`src/rtl/kpc_pkg.sv`:
```
// ----------------------------------------------------------------------------
// kpc_pkg
// Shared widths, codes, register indexes and types of the key press
// classifier queue.
// ----------------------------------------------------------------------------
package kpc_pkg;

   localparam int CNT_W     = 12;
   localparam int LEVEL_W   = 3;
   localparam int SEL_W     = 2;
   localparam int CODE_W    = 2;
   localparam int CSR_IDX_W = 3;

   // Commands.
   localparam logic CMD_TICK    = 1'b0;
   localparam logic CMD_DEQUEUE = 1'b1;

   // Key classes, also used as event codes.
   localparam logic [CODE_W-1:0] CLS_UP    = 2'd0;
   localparam logic [CODE_W-1:0] CLS_SHORT = 2'd1;
   localparam logic [CODE_W-1:0] CLS_LONG  = 2'd2;
   localparam logic [CODE_W-1:0] EVT_NONE  = 2'd0;

   // Register indexes.
   localparam logic [CSR_IDX_W-1:0] REG_PRESS_LIMIT     = 3'd0;
   localparam logic [CSR_IDX_W-1:0] REG_RELEASE_STEP    = 3'd1;
   localparam logic [CSR_IDX_W-1:0] REG_SHORT_THRESHOLD = 3'd2;
   localparam logic [CSR_IDX_W-1:0] REG_HOLD_LOW        = 3'd3;
   localparam logic [CSR_IDX_W-1:0] REG_LONG_THRESHOLD  = 3'd4;

   // Register reset values.
   localparam logic [CNT_W-1:0] RST_PRESS_LIMIT     = 12'd2000;
   localparam logic [CNT_W-1:0] RST_RELEASE_STEP    = 12'd10;
   localparam logic [CNT_W-1:0] RST_SHORT_THRESHOLD = 12'd50;
   localparam logic [CNT_W-1:0] RST_HOLD_LOW        = 12'd800;
   localparam logic [CNT_W-1:0] RST_LONG_THRESHOLD  = 12'd1000;

   typedef struct packed {
      logic [CNT_W-1:0] press_limit;
      logic [CNT_W-1:0] release_step;
      logic [CNT_W-1:0] short_threshold;
      logic [CNT_W-1:0] hold_low;
      logic [CNT_W-1:0] long_threshold;
   } cfg_type;

   typedef struct packed {
      logic              valid;
      logic [CODE_W-1:0] code;
   } push_type;

endpackage

```
`src/rtl/kpc_if.sv`:
```
// ----------------------------------------------------------------------------
// kpc_req_if / kpc_rsp_if
// Valid/ready channels for request items and response items.
// ----------------------------------------------------------------------------
interface kpc_req_if;
   logic                       valid;
   logic                       ready;
   logic                       command;
   logic [kpc_pkg::LEVEL_W-1:0] key_levels;
   logic [kpc_pkg::SEL_W-1:0]   key_select;

   modport source (output valid, command, key_levels, key_select, input ready);
   modport sink   (input valid, command, key_levels, key_select, output ready);
endinterface

interface kpc_rsp_if;
   logic                       valid;
   logic                       ready;
   logic [kpc_pkg::CODE_W-1:0] event_code;
   logic [kpc_pkg::SEL_W-1:0]  event_key;

   modport source (output valid, event_code, event_key, input ready);
   modport sink   (input valid, event_code, event_key, output ready);
endinterface

```
`src/rtl/kpc_key.sv`:
```
// ----------------------------------------------------------------------------
// kpc_key
// Integrating counter and classifier of one key; raises an event push.
// ----------------------------------------------------------------------------
module kpc_key (
   input  logic              clock,
   input  logic              reset,
   input  kpc_pkg::cfg_type  cfg,
   input  logic              tick,
   input  logic              released,
   output kpc_pkg::push_type push
);

   logic [kpc_pkg::CNT_W-1:0]  count_ff, count_in;
   logic [kpc_pkg::CODE_W-1:0] class_ff, class_in;

   always_comb begin
      if (!released) begin
         count_in = (count_ff >= cfg.press_limit) ? cfg.press_limit
                                                  : count_ff + 1'b1;
      end else begin
         count_in = (count_ff <= cfg.release_step) ? '0
                                                   : count_ff - cfg.release_step;
         // A release that lands in the hold band drops the key at once.
         if (count_in >= cfg.hold_low && count_in < cfg.long_threshold) begin
            count_in = '0;
         end
      end

      if (count_in < cfg.short_threshold) begin
         class_in = kpc_pkg::CLS_UP;
      end else if (count_in < cfg.hold_low) begin
         class_in = kpc_pkg::CLS_SHORT;
      end else if (count_in >= cfg.long_threshold) begin
         class_in = kpc_pkg::CLS_LONG;
      end else begin
         class_in = class_ff;
      end

      push.valid = 1'b0;
      push.code  = kpc_pkg::CLS_SHORT;
      if (tick) begin
         if (class_ff == kpc_pkg::CLS_SHORT && class_in == kpc_pkg::CLS_UP) begin
            push.valid = 1'b1;
         end else if (class_in == kpc_pkg::CLS_LONG) begin
            push.valid = 1'b1;
            push.code  = kpc_pkg::CLS_LONG;
         end
      end
   end

   always_ff @(posedge clock) begin
      if (reset) begin
         count_ff <= '0;
         class_ff <= kpc_pkg::CLS_UP;
      end else if (tick) begin
         count_ff <= count_in;
         class_ff <= class_in;
      end
   end

endmodule

```
`src/rtl/kpc_ring.sv`:
```
// ----------------------------------------------------------------------------
// kpc_ring
// Event ring of one key: a small memory with head and tail pointers.
// The registered read port always holds the entry at the head.
// ----------------------------------------------------------------------------
module kpc_ring #(
   parameter int RING_DEPTH = 8
) (
   input  logic                       clock,
   input  logic                       reset,
   input  kpc_pkg::push_type          push,
   input  logic                       pop,
   output logic                       empty,
   output logic [kpc_pkg::CODE_W-1:0] head_code
);

   localparam int PTR_W = (RING_DEPTH > 1) ? $clog2(RING_DEPTH) : 1;
   localparam logic [PTR_W-1:0] LAST = PTR_W'(RING_DEPTH - 1);

   logic [kpc_pkg::CODE_W-1:0] mem [RING_DEPTH];
   logic [kpc_pkg::CODE_W-1:0] rd_ff;
   logic [PTR_W-1:0]           head_ff, head_in;
   logic [PTR_W-1:0]           tail_ff, tail_in;
   logic [PTR_W-1:0]           tail_next, head_next;

   assign tail_next = (tail_ff == LAST) ? '0 : tail_ff + 1'b1;
   assign head_next = (head_ff == LAST) ? '0 : head_ff + 1'b1;
   assign empty     = (head_ff == tail_ff);
   assign head_code = rd_ff;

   always_comb begin
      head_in = head_ff;
      tail_in = tail_ff;
      if (push.valid) begin
         tail_in = tail_next;
         // A full ring drops its oldest item.
         if (tail_next == head_ff) begin
            head_in = head_next;
         end
      end else if (pop && !empty) begin
         head_in = head_next;
      end
   end

   always_ff @(posedge clock) begin
      if (reset) begin
         head_ff <= '0;
         tail_ff <= '0;
      end else begin
         head_ff <= head_in;
         tail_ff <= tail_in;
      end
   end

   // Write-first: a write to the address being read shows up at once.
   always_ff @(posedge clock) begin
      if (push.valid) begin
         mem[tail_ff] <= push.code;
      end
      if (push.valid && tail_ff == head_in) begin
         rd_ff <= push.code;
      end else begin
         rd_ff <= mem[head_in];
      end
   end

endmodule

```
`src/rtl/key_press_classifier_queue.sv`:
```
// ----------------------------------------------------------------------------
// key_press_classifier_queue
// Debounces and classifies keys into short and long presses and queues the
// resulting events in one ring per key.
//
// Request channel (req_ch): a scan tick carries the key levels (0 means
// pressed) and updates every key; a dequeue names a key and returns its
// oldest event. Only dequeues produce a response item on rsp_ch, with the
// event code (none, short, long) and the key echoed.
// Registers are written on the csr_ port; the user must do so only while the
// block is idle, as the block does not enforce it. Timing: a request is taken
// into an input register and processed while there; the response of a
// dequeue is then written into the output register. One item is taken per
// cycle as long as the response side keeps up.
// When rsp_ch stalls, ticks still flow; a dequeue waits in the input
// register and req_ch holds ready low behind it.
// Reset clears counters, classes, ring pointers and loads register defaults;
// ring contents are not cleared.
// ----------------------------------------------------------------------------
module key_press_classifier_queue #(
   parameter int KEY_COUNT  = 3,
   parameter int RING_DEPTH = 8
) (
   input  logic                          clock,
   input  logic                          reset,
   kpc_req_if.sink                       req_ch,
   kpc_rsp_if.source                     rsp_ch,
   input  logic                          csr_write_enable,
   input  logic [kpc_pkg::CSR_IDX_W-1:0] csr_index,
   input  logic [kpc_pkg::CNT_W-1:0]     csr_wdata
);

   kpc_pkg::cfg_type cfg_ff;

   logic                         s1_valid_ff;
   logic                         s1_cmd_ff;
   logic [kpc_pkg::LEVEL_W-1:0]  s1_levels_ff;
   logic [kpc_pkg::SEL_W-1:0]    s1_sel_ff;
   logic                         s1_fire;

   logic                         out_valid_ff, out_valid_in;
   logic [kpc_pkg::CODE_W-1:0]   out_code_ff, out_code_in;
   logic [kpc_pkg::SEL_W-1:0]    out_key_ff;

   logic                         tick, dequeue;
   logic [KEY_COUNT-1:0]         released, pop, empty, selected;
   kpc_pkg::push_type            push [KEY_COUNT];
   logic [kpc_pkg::CODE_W-1:0]   head_code [KEY_COUNT];

   always_ff @(posedge clock) begin
      if (reset) begin
         cfg_ff.press_limit     <= kpc_pkg::RST_PRESS_LIMIT;
         cfg_ff.release_step    <= kpc_pkg::RST_RELEASE_STEP;
         cfg_ff.short_threshold <= kpc_pkg::RST_SHORT_THRESHOLD;
         cfg_ff.hold_low        <= kpc_pkg::RST_HOLD_LOW;
         cfg_ff.long_threshold  <= kpc_pkg::RST_LONG_THRESHOLD;
      end else if (csr_write_enable) begin
         case (csr_index)
            kpc_pkg::REG_PRESS_LIMIT:     cfg_ff.press_limit     <= csr_wdata;
            kpc_pkg::REG_RELEASE_STEP:    cfg_ff.release_step    <= csr_wdata;
            kpc_pkg::REG_SHORT_THRESHOLD: cfg_ff.short_threshold <= csr_wdata;
            kpc_pkg::REG_HOLD_LOW:        cfg_ff.hold_low        <= csr_wdata;
            kpc_pkg::REG_LONG_THRESHOLD:  cfg_ff.long_threshold  <= csr_wdata;
            default: ;
         endcase
      end
   end

   // A tick never needs the output register, so it always moves on.
   assign s1_fire = s1_valid_ff &&
                    (s1_cmd_ff == kpc_pkg::CMD_TICK || !out_valid_ff || rsp_ch.ready);
   assign req_ch.ready = !s1_valid_ff || s1_fire;
   assign tick    = s1_fire && (s1_cmd_ff == kpc_pkg::CMD_TICK);
   assign dequeue = s1_fire && (s1_cmd_ff == kpc_pkg::CMD_DEQUEUE);

   always_ff @(posedge clock) begin
      if (reset) begin
         s1_valid_ff <= 1'b0;
      end else if (req_ch.ready) begin
         s1_valid_ff <= req_ch.valid;
      end
   end

   always_ff @(posedge clock) begin
      if (req_ch.ready && req_ch.valid) begin
         s1_cmd_ff    <= req_ch.command;
         s1_levels_ff <= req_ch.key_levels;
         s1_sel_ff    <= req_ch.key_select;
      end
   end

   genvar k;
   generate
      for (k = 0; k < KEY_COUNT; k++) begin : g_key
         // Keys without a level bit read as pressed.
         if (k < kpc_pkg::LEVEL_W) begin : g_lvl
            assign released[k] = s1_levels_ff[k];
         end else begin : g_nolvl
            assign released[k] = 1'b0;
         end

         assign selected[k] = (int'(s1_sel_ff) == k);
         assign pop[k]      = dequeue && selected[k] && !empty[k];

         kpc_key u_key (
            .clock    (clock),
            .reset    (reset),
            .cfg      (cfg_ff),
            .tick     (tick),
            .released (released[k]),
            .push     (push[k])
         );

         kpc_ring #(
            .RING_DEPTH (RING_DEPTH)
         ) u_ring (
            .clock     (clock),
            .reset     (reset),
            .push      (push[k]),
            .pop       (pop[k]),
            .empty     (empty[k]),
            .head_code (head_code[k])
         );
      end
   endgenerate

   always_comb begin
      out_code_in = kpc_pkg::EVT_NONE;
      for (int i = 0; i < KEY_COUNT; i++) begin
         if (selected[i] && !empty[i]) begin
            out_code_in = head_code[i];
         end
      end
   end

   always_comb begin
      if (dequeue) begin
         out_valid_in = 1'b1;
      end else if (rsp_ch.ready) begin
         out_valid_in = 1'b0;
      end else begin
         out_valid_in = out_valid_ff;
      end
   end

   always_ff @(posedge clock) begin
      if (reset) begin
         out_valid_ff <= 1'b0;
      end else begin
         out_valid_ff <= out_valid_in;
      end
   end

   always_ff @(posedge clock) begin
      if (dequeue) begin
         out_code_ff <= out_code_in;
         out_key_ff  <= s1_sel_ff;
      end
   end

   assign rsp_ch.valid      = out_valid_ff;
   assign rsp_ch.event_code = out_code_ff;
   assign rsp_ch.event_key  = out_key_ff;

endmodule
```
`src/flat_wrapper.sv`:
```
// flat-port wrapper written by rule: the top's interface ports become plain ports
module key_press_classifier_queue_flat 
#(
   parameter int KEY_COUNT  = 3,
   parameter int RING_DEPTH = 8
)
  (clock, reset, csr_write_enable, csr_index, csr_wdata, req_ch_valid, req_ch_command, req_ch_key_levels, req_ch_key_select, req_ch_ready, rsp_ch_valid, rsp_ch_event_code, rsp_ch_event_key, rsp_ch_ready);
  kpc_req_if req_ch_i ();
  kpc_rsp_if rsp_ch_i ();
  input  logic clock;
  input  logic reset;
  input  logic csr_write_enable;
  input  logic [kpc_pkg::CSR_IDX_W-1:0] csr_index;
  input  logic [kpc_pkg::CNT_W-1:0] csr_wdata;
  input wire logic [$bits(req_ch_i.valid)-1:0] req_ch_valid;
  input wire logic [$bits(req_ch_i.command)-1:0] req_ch_command;
  input wire logic [$bits(req_ch_i.key_levels)-1:0] req_ch_key_levels;
  input wire logic [$bits(req_ch_i.key_select)-1:0] req_ch_key_select;
  output wire logic [$bits(req_ch_i.ready)-1:0] req_ch_ready;
  output wire logic [$bits(rsp_ch_i.valid)-1:0] rsp_ch_valid;
  output wire logic [$bits(rsp_ch_i.event_code)-1:0] rsp_ch_event_code;
  output wire logic [$bits(rsp_ch_i.event_key)-1:0] rsp_ch_event_key;
  input wire logic [$bits(rsp_ch_i.ready)-1:0] rsp_ch_ready;
  assign req_ch_i.valid = req_ch_valid;
  assign req_ch_i.command = req_ch_command;
  assign req_ch_i.key_levels = req_ch_key_levels;
  assign req_ch_i.key_select = req_ch_key_select;
  assign req_ch_ready = req_ch_i.ready;
  assign rsp_ch_valid = rsp_ch_i.valid;
  assign rsp_ch_event_code = rsp_ch_i.event_code;
  assign rsp_ch_event_key = rsp_ch_i.event_key;
  assign rsp_ch_i.ready = rsp_ch_ready;
  key_press_classifier_queue #(.KEY_COUNT(KEY_COUNT), .RING_DEPTH(RING_DEPTH)) u_core (.clock(clock), .reset(reset), .req_ch(req_ch_i), .rsp_ch(rsp_ch_i), .csr_write_enable(csr_write_enable), .csr_index(csr_index), .csr_wdata(csr_wdata));
endmodule
```
`config.mk`:
```
export PLATFORM = sky130hd
export DESIGN_NAME = key_press_classifier_queue_flat
export DESIGN_NICKNAME = d
export VERILOG_FILES = /design/src/rtl/kpc_pkg.sv /design/src/rtl/kpc_if.sv /design/src/rtl/kpc_key.sv /design/src/rtl/kpc_ring.sv /design/src/rtl/key_press_classifier_queue.sv /design/src/flat_wrapper.sv
export SDC_FILE = /design/constraint.sdc
export NUM_CORES = 1
export LEC_CHECK = 0
export ABC_AREA = 0
export BUFFER_PORTS_ARGS = -buffer_cell sky130_fd_sc_hd__clkbuf_2
export CORE_MARGIN = 2
export CORE_UTILIZATION = 55
export DETAILED_ROUTE_END_ITERATION = 10
export PLACE_DENSITY = 0.69
export SETUP_SLACK_MARGIN = 0.5
export SLEW_MARGIN = 20
export SYNTH_ARGS = -nofsm -noshare
export SYNTH_HDL_FRONTEND = slang
export SYNTH_SLANG_ARGS = --single-unit
```
`constraint.sdc`:
```
create_clock -name clock -period 22.1 [get_ports clock]
set_input_delay 2.21 -clock clock [delete_from_list [all_inputs] [get_ports clock]]
set_output_delay 2.21 -clock clock [all_outputs]
set_load 0.005 [all_outputs]
```
==> metrics.yaml <==
yosys:
  synth_compound_area_frac: 0.213
  yosys.area_share.simple: 0.190
  synthAdderAreaFrac: 0.207
  synth_cell_types: 84
  synthMuxAreaShare: 0.0271
  synthCells: 1823
  synth-xor-area-share: 0.0372
  syn_area_um2: 15500
  ys.flop_type: "dfxtp_1"
  synth_top_area_frac: 0.203
  yosys-top-cells-area: "ha_1, dfxtp_1, edfxtp_1"
  ys_seq_area_frac: 0.281
  ys_seq_elements: 189
  syn_avg_cell_area_um2: 8.52
  yosys_warnings: 0
  ys_async_sr_fraction: 0
  synth-edff-count: 58
  synth_fp_nets: 2104
  netlist.top_cell.by_area: "ha_1"
  synth_top_family_by_area: "compound AO/OA/AOI/OAI gates"
finish:
  antenna_cells: 0
  fillers: 2545
  area_growth_syn_to_layout_pct: 6.94
  final_area_um2: 16600
  drive_above_1_share: 0.0614
  nets: 2107
placement:
  pre_cts_ws_ns: 13.37
  io_buffers: 31
  placed_area_um2: 16000
  gp_congestion: 1.03
  hpwl_um: 40300
die:
  die-area_um2: 29600
  core_um2: 27800
  rows: 61
  start_util: 0.559
  io_pins: 32
  fp.dieW_um: 172
  fp.dieH_um: 172
clock_network:
  cts_root_buffer: "clkbuf_16"
  clk_pin_slew_ns: 0.08
  cts_resized: 0
  cts.path.max_buffers: 2
  cts_buffers: 17
  cts_hold_buf: 0
  clk_latency_ns: 0.46
  cts_sinks: 189
  cts_setup_buffers: 0
  htree_levels: 4
  cts_tree: "built"
route:
  vias_per_cell: 6.53
  vias: 14500
  drc_errors: 0
  drt_wl_total_um: 52900
  firstDrtPassIters: 6
  drt_iter0_markers: 1431
  routedWlPerCell_um: 23.9
  detail-route-antenna-nets: 0
global_routing:
  grt_overflow_total: 0
  track_usage: 0.363
  grt_pass1_wl_um: 79400
  grt_max_degree: 66
  grt_pass1_vias: 13500
  antenna_found_initial: 0
min_path:
  worstHoldStart: "u_core.cfg_ff[31]"
  hold_path.class: "flip-flop to flip-flop"
sta:
  max_freq_mhz: 112
  finClkSkew_ns: 0.0112
  rsz0062_at_grt: "false"
  timing.final.crit_period_ns: 8.95
  tns_ns: 0
  finalWorstSetupSlack_ns: 13.15
  worst_pin_slew_ns: 1.25
  finalCritPeriodShare: 0.405
  setup_viol: 0
  hold_viol_final: 0
  maxSlewViolCount: 0
  relSlewSlack: 0.146
setup_path:
  cp_common_cell: "o21ai_0"
  slowest_delay_ns: 1.05
  path_buf_inv: 3
  required_ns: 22.23
  critPathSlowestCell: "o41ai_1"
  cp_max_fo: 12
  end_kind: "flip-flop"
  crit_family: "compound AO/OA/AOI/OAI gates"
  start_kind: "flip-flop"
  r2r-start: "u_core.cfg_ff[37]"
  crit_type: "flip-flop to flip-flop"
  crit_arrival_ns: 9.08
  crit_start: "u_core.cfg_ff[37]"
power_and_ir_drop:
  vdd_ir_drop_max_uv: 42.8
  power_mw: 1.10
  powerDensity_nw_per_um2: 66.0
  power_leakage_nw: 7.23
run:
  cap_viol_max_count: 0
run_status:
  status: "completed"
[state kept, by name, summed over array words and instances, names as in the netlist, named ones only]
register and flops:
u_core.cfg_ff 60, u_core.g_key.u_ring.mem 48, u_core.g_key.u_key.count_ff 36, u_core.g_key.u_ring.head_ff 9
u_core.g_key.u_ring.tail_ff 9, u_core.g_key.u_key.class_ff 6, u_core.released 3, u_core.rsp_ch.event_code 2
u_core.rsp_ch.event_key 2, u_core.s1_sel_ff 2, u_core.rsp_ch.valid 1, u_core.s1_cmd_ff 1
u_core.s1_valid_ff 1
[worst paths after layout]
check	cells past startpoint	end	slack (ns)
worst min register to register	2	u_core.cfg_ff[31]	0.46
worst max register to register	30	u_core.g_key[0].u_ring.mem[0][1]	13.15
worst max-delay path	30	u_core.g_key[0].u_ring.mem[0][1]	13.15
worst min-delay path	2	u_core.cfg_ff[31]	0.46
[placed cells by master, fill, tap and decap left out, drive strengths merged, types with 6 or more instances in the layout]
cell     synthesis  layout
nor4             8       8
xnor2           39      39
mux4            12      12
o31ai            7       7
a31oi           10      10
or3              9       9
nand2          189     189
or2             13      13
and4             8       8
o21ai           93      93
mux2i           15      15
nor3b           11      11
nor3            41      41
ha             252     252
clkbuf          50      48
o211ai          36      36
and3            14      14
a211oi          35      35
o32ai           15      15
a21oi          136     136
buf             10      14
nand4           34      34
a21o            46      46
nand2b          31      31
nor2           155     155
edfxtp          58      58
o2111ai          7       7
nor2b           15      15
and2             6       6
a2111oi         17      17
o22ai           14      14
o21a            20      20
inv            121     130
nand3b          10      10
dfxtp          131     131
nand3           45      45
xor2            27      27
a211o            9       9
[cells in the mapped netlist (4+ instances only)]
cell / count
xnor2_1: 39
nand2b_1: 31
inv_1: 121
o21ai_0: 91
dfxtp_1: 131
nand3_1: 45
nand2_1: 189
clkbuf_1: 50
a21oi_1: 135
and2_1: 6
nor3_1: 41
ha_1: 252
edfxtp_1: 58
nor2_1: 155
or2_2: 10
a211oi_1: 35
a2111o_1: 4
o21bai_1: 5
buf_1: 7
o211a_1: 5
o41ai_1: 4
a211o_1: 9
o2111ai_1: 7
nor3b_1: 11
and4_1: 8
nor2b_1: 15
xor2_1: 27
o21a_1: 20
a2111oi_0: 14
mux2i_1: 15
nand3b_1: 10
o22ai_1: 14
o31ai_1: 7
a21o_1: 46
a311oi_1: 4
and3_1: 14
nand4_1: 33
nor4_1: 8
or3_1: 8
o211ai_1: 36
a31oi_1: 10
mux4_2: 12
o32ai_1: 14
[stage by stage]
| stage | hold slack, ns | utilization | cells |
|---|---|---|---|
| after global routing | 0.471 | 0.598 | 2217 |
| after floorplan | 0.436 | - | 1823 |
| after CTS | 0.457 | 0.598 | 2217 |
| final | 0.457 | 0.598 | 2217 |
| after detailed placement | 0.446 | 0.577 | 2185 |
| after global placement | 0.442 | 0.577 | 2185 |
[power breakdown]
part	internal (mW)	switching, mW	total [mW]
Clock	0.160	0.160	0.321
Combinational	0.150	0.248	0.398
Sequential	0.364	0.0135	0.378
Total	0.675	0.422	1.10
[layer usage]
| metal | track usage | routed length [µm] |
|---|---|---|
| met1 | 0.488 | 22800 |
| met2 | 0.576 | 23400 |
| met3 | 0.0604 | 4440 |
| met4 | 0.157 | 2250 |
| met5 | 0 | 0 |
[logic make-up (layout without fill, tap and decap cells)]
logic type,after synthesis,count (layout)
multiplexers,27,27
adder cells (fa/ha/maj),255,255
flip-flops,189,189
XOR/XNOR,66,66
buffers and inverters,182,198
AO/OA/AOI/OAI,496,496
AND/OR/NAND/NOR,608,608
[worst min-delay path: stages, from the launching register on]
cell	delay (ns)
dfxtp_1	0.31
nand2_1	0.05
a21oi_1	0.05
[area by class of cell]
type / instances / area [µm²] / area share
clock buffers: 18 / 429 / 0.0258
multi-input cells: 1452 / 10500 / 0.631
flip-flops and latches: 189 / 4360 / 0.263
well taps: 378 / 473 / 0.0285
clock inverters: 14 / 145 / 0.00874
inverters: 122 / 458 / 0.0276
repair buffers: 44 / 255 / 0.0154
(Power assumes the default switching activity.)
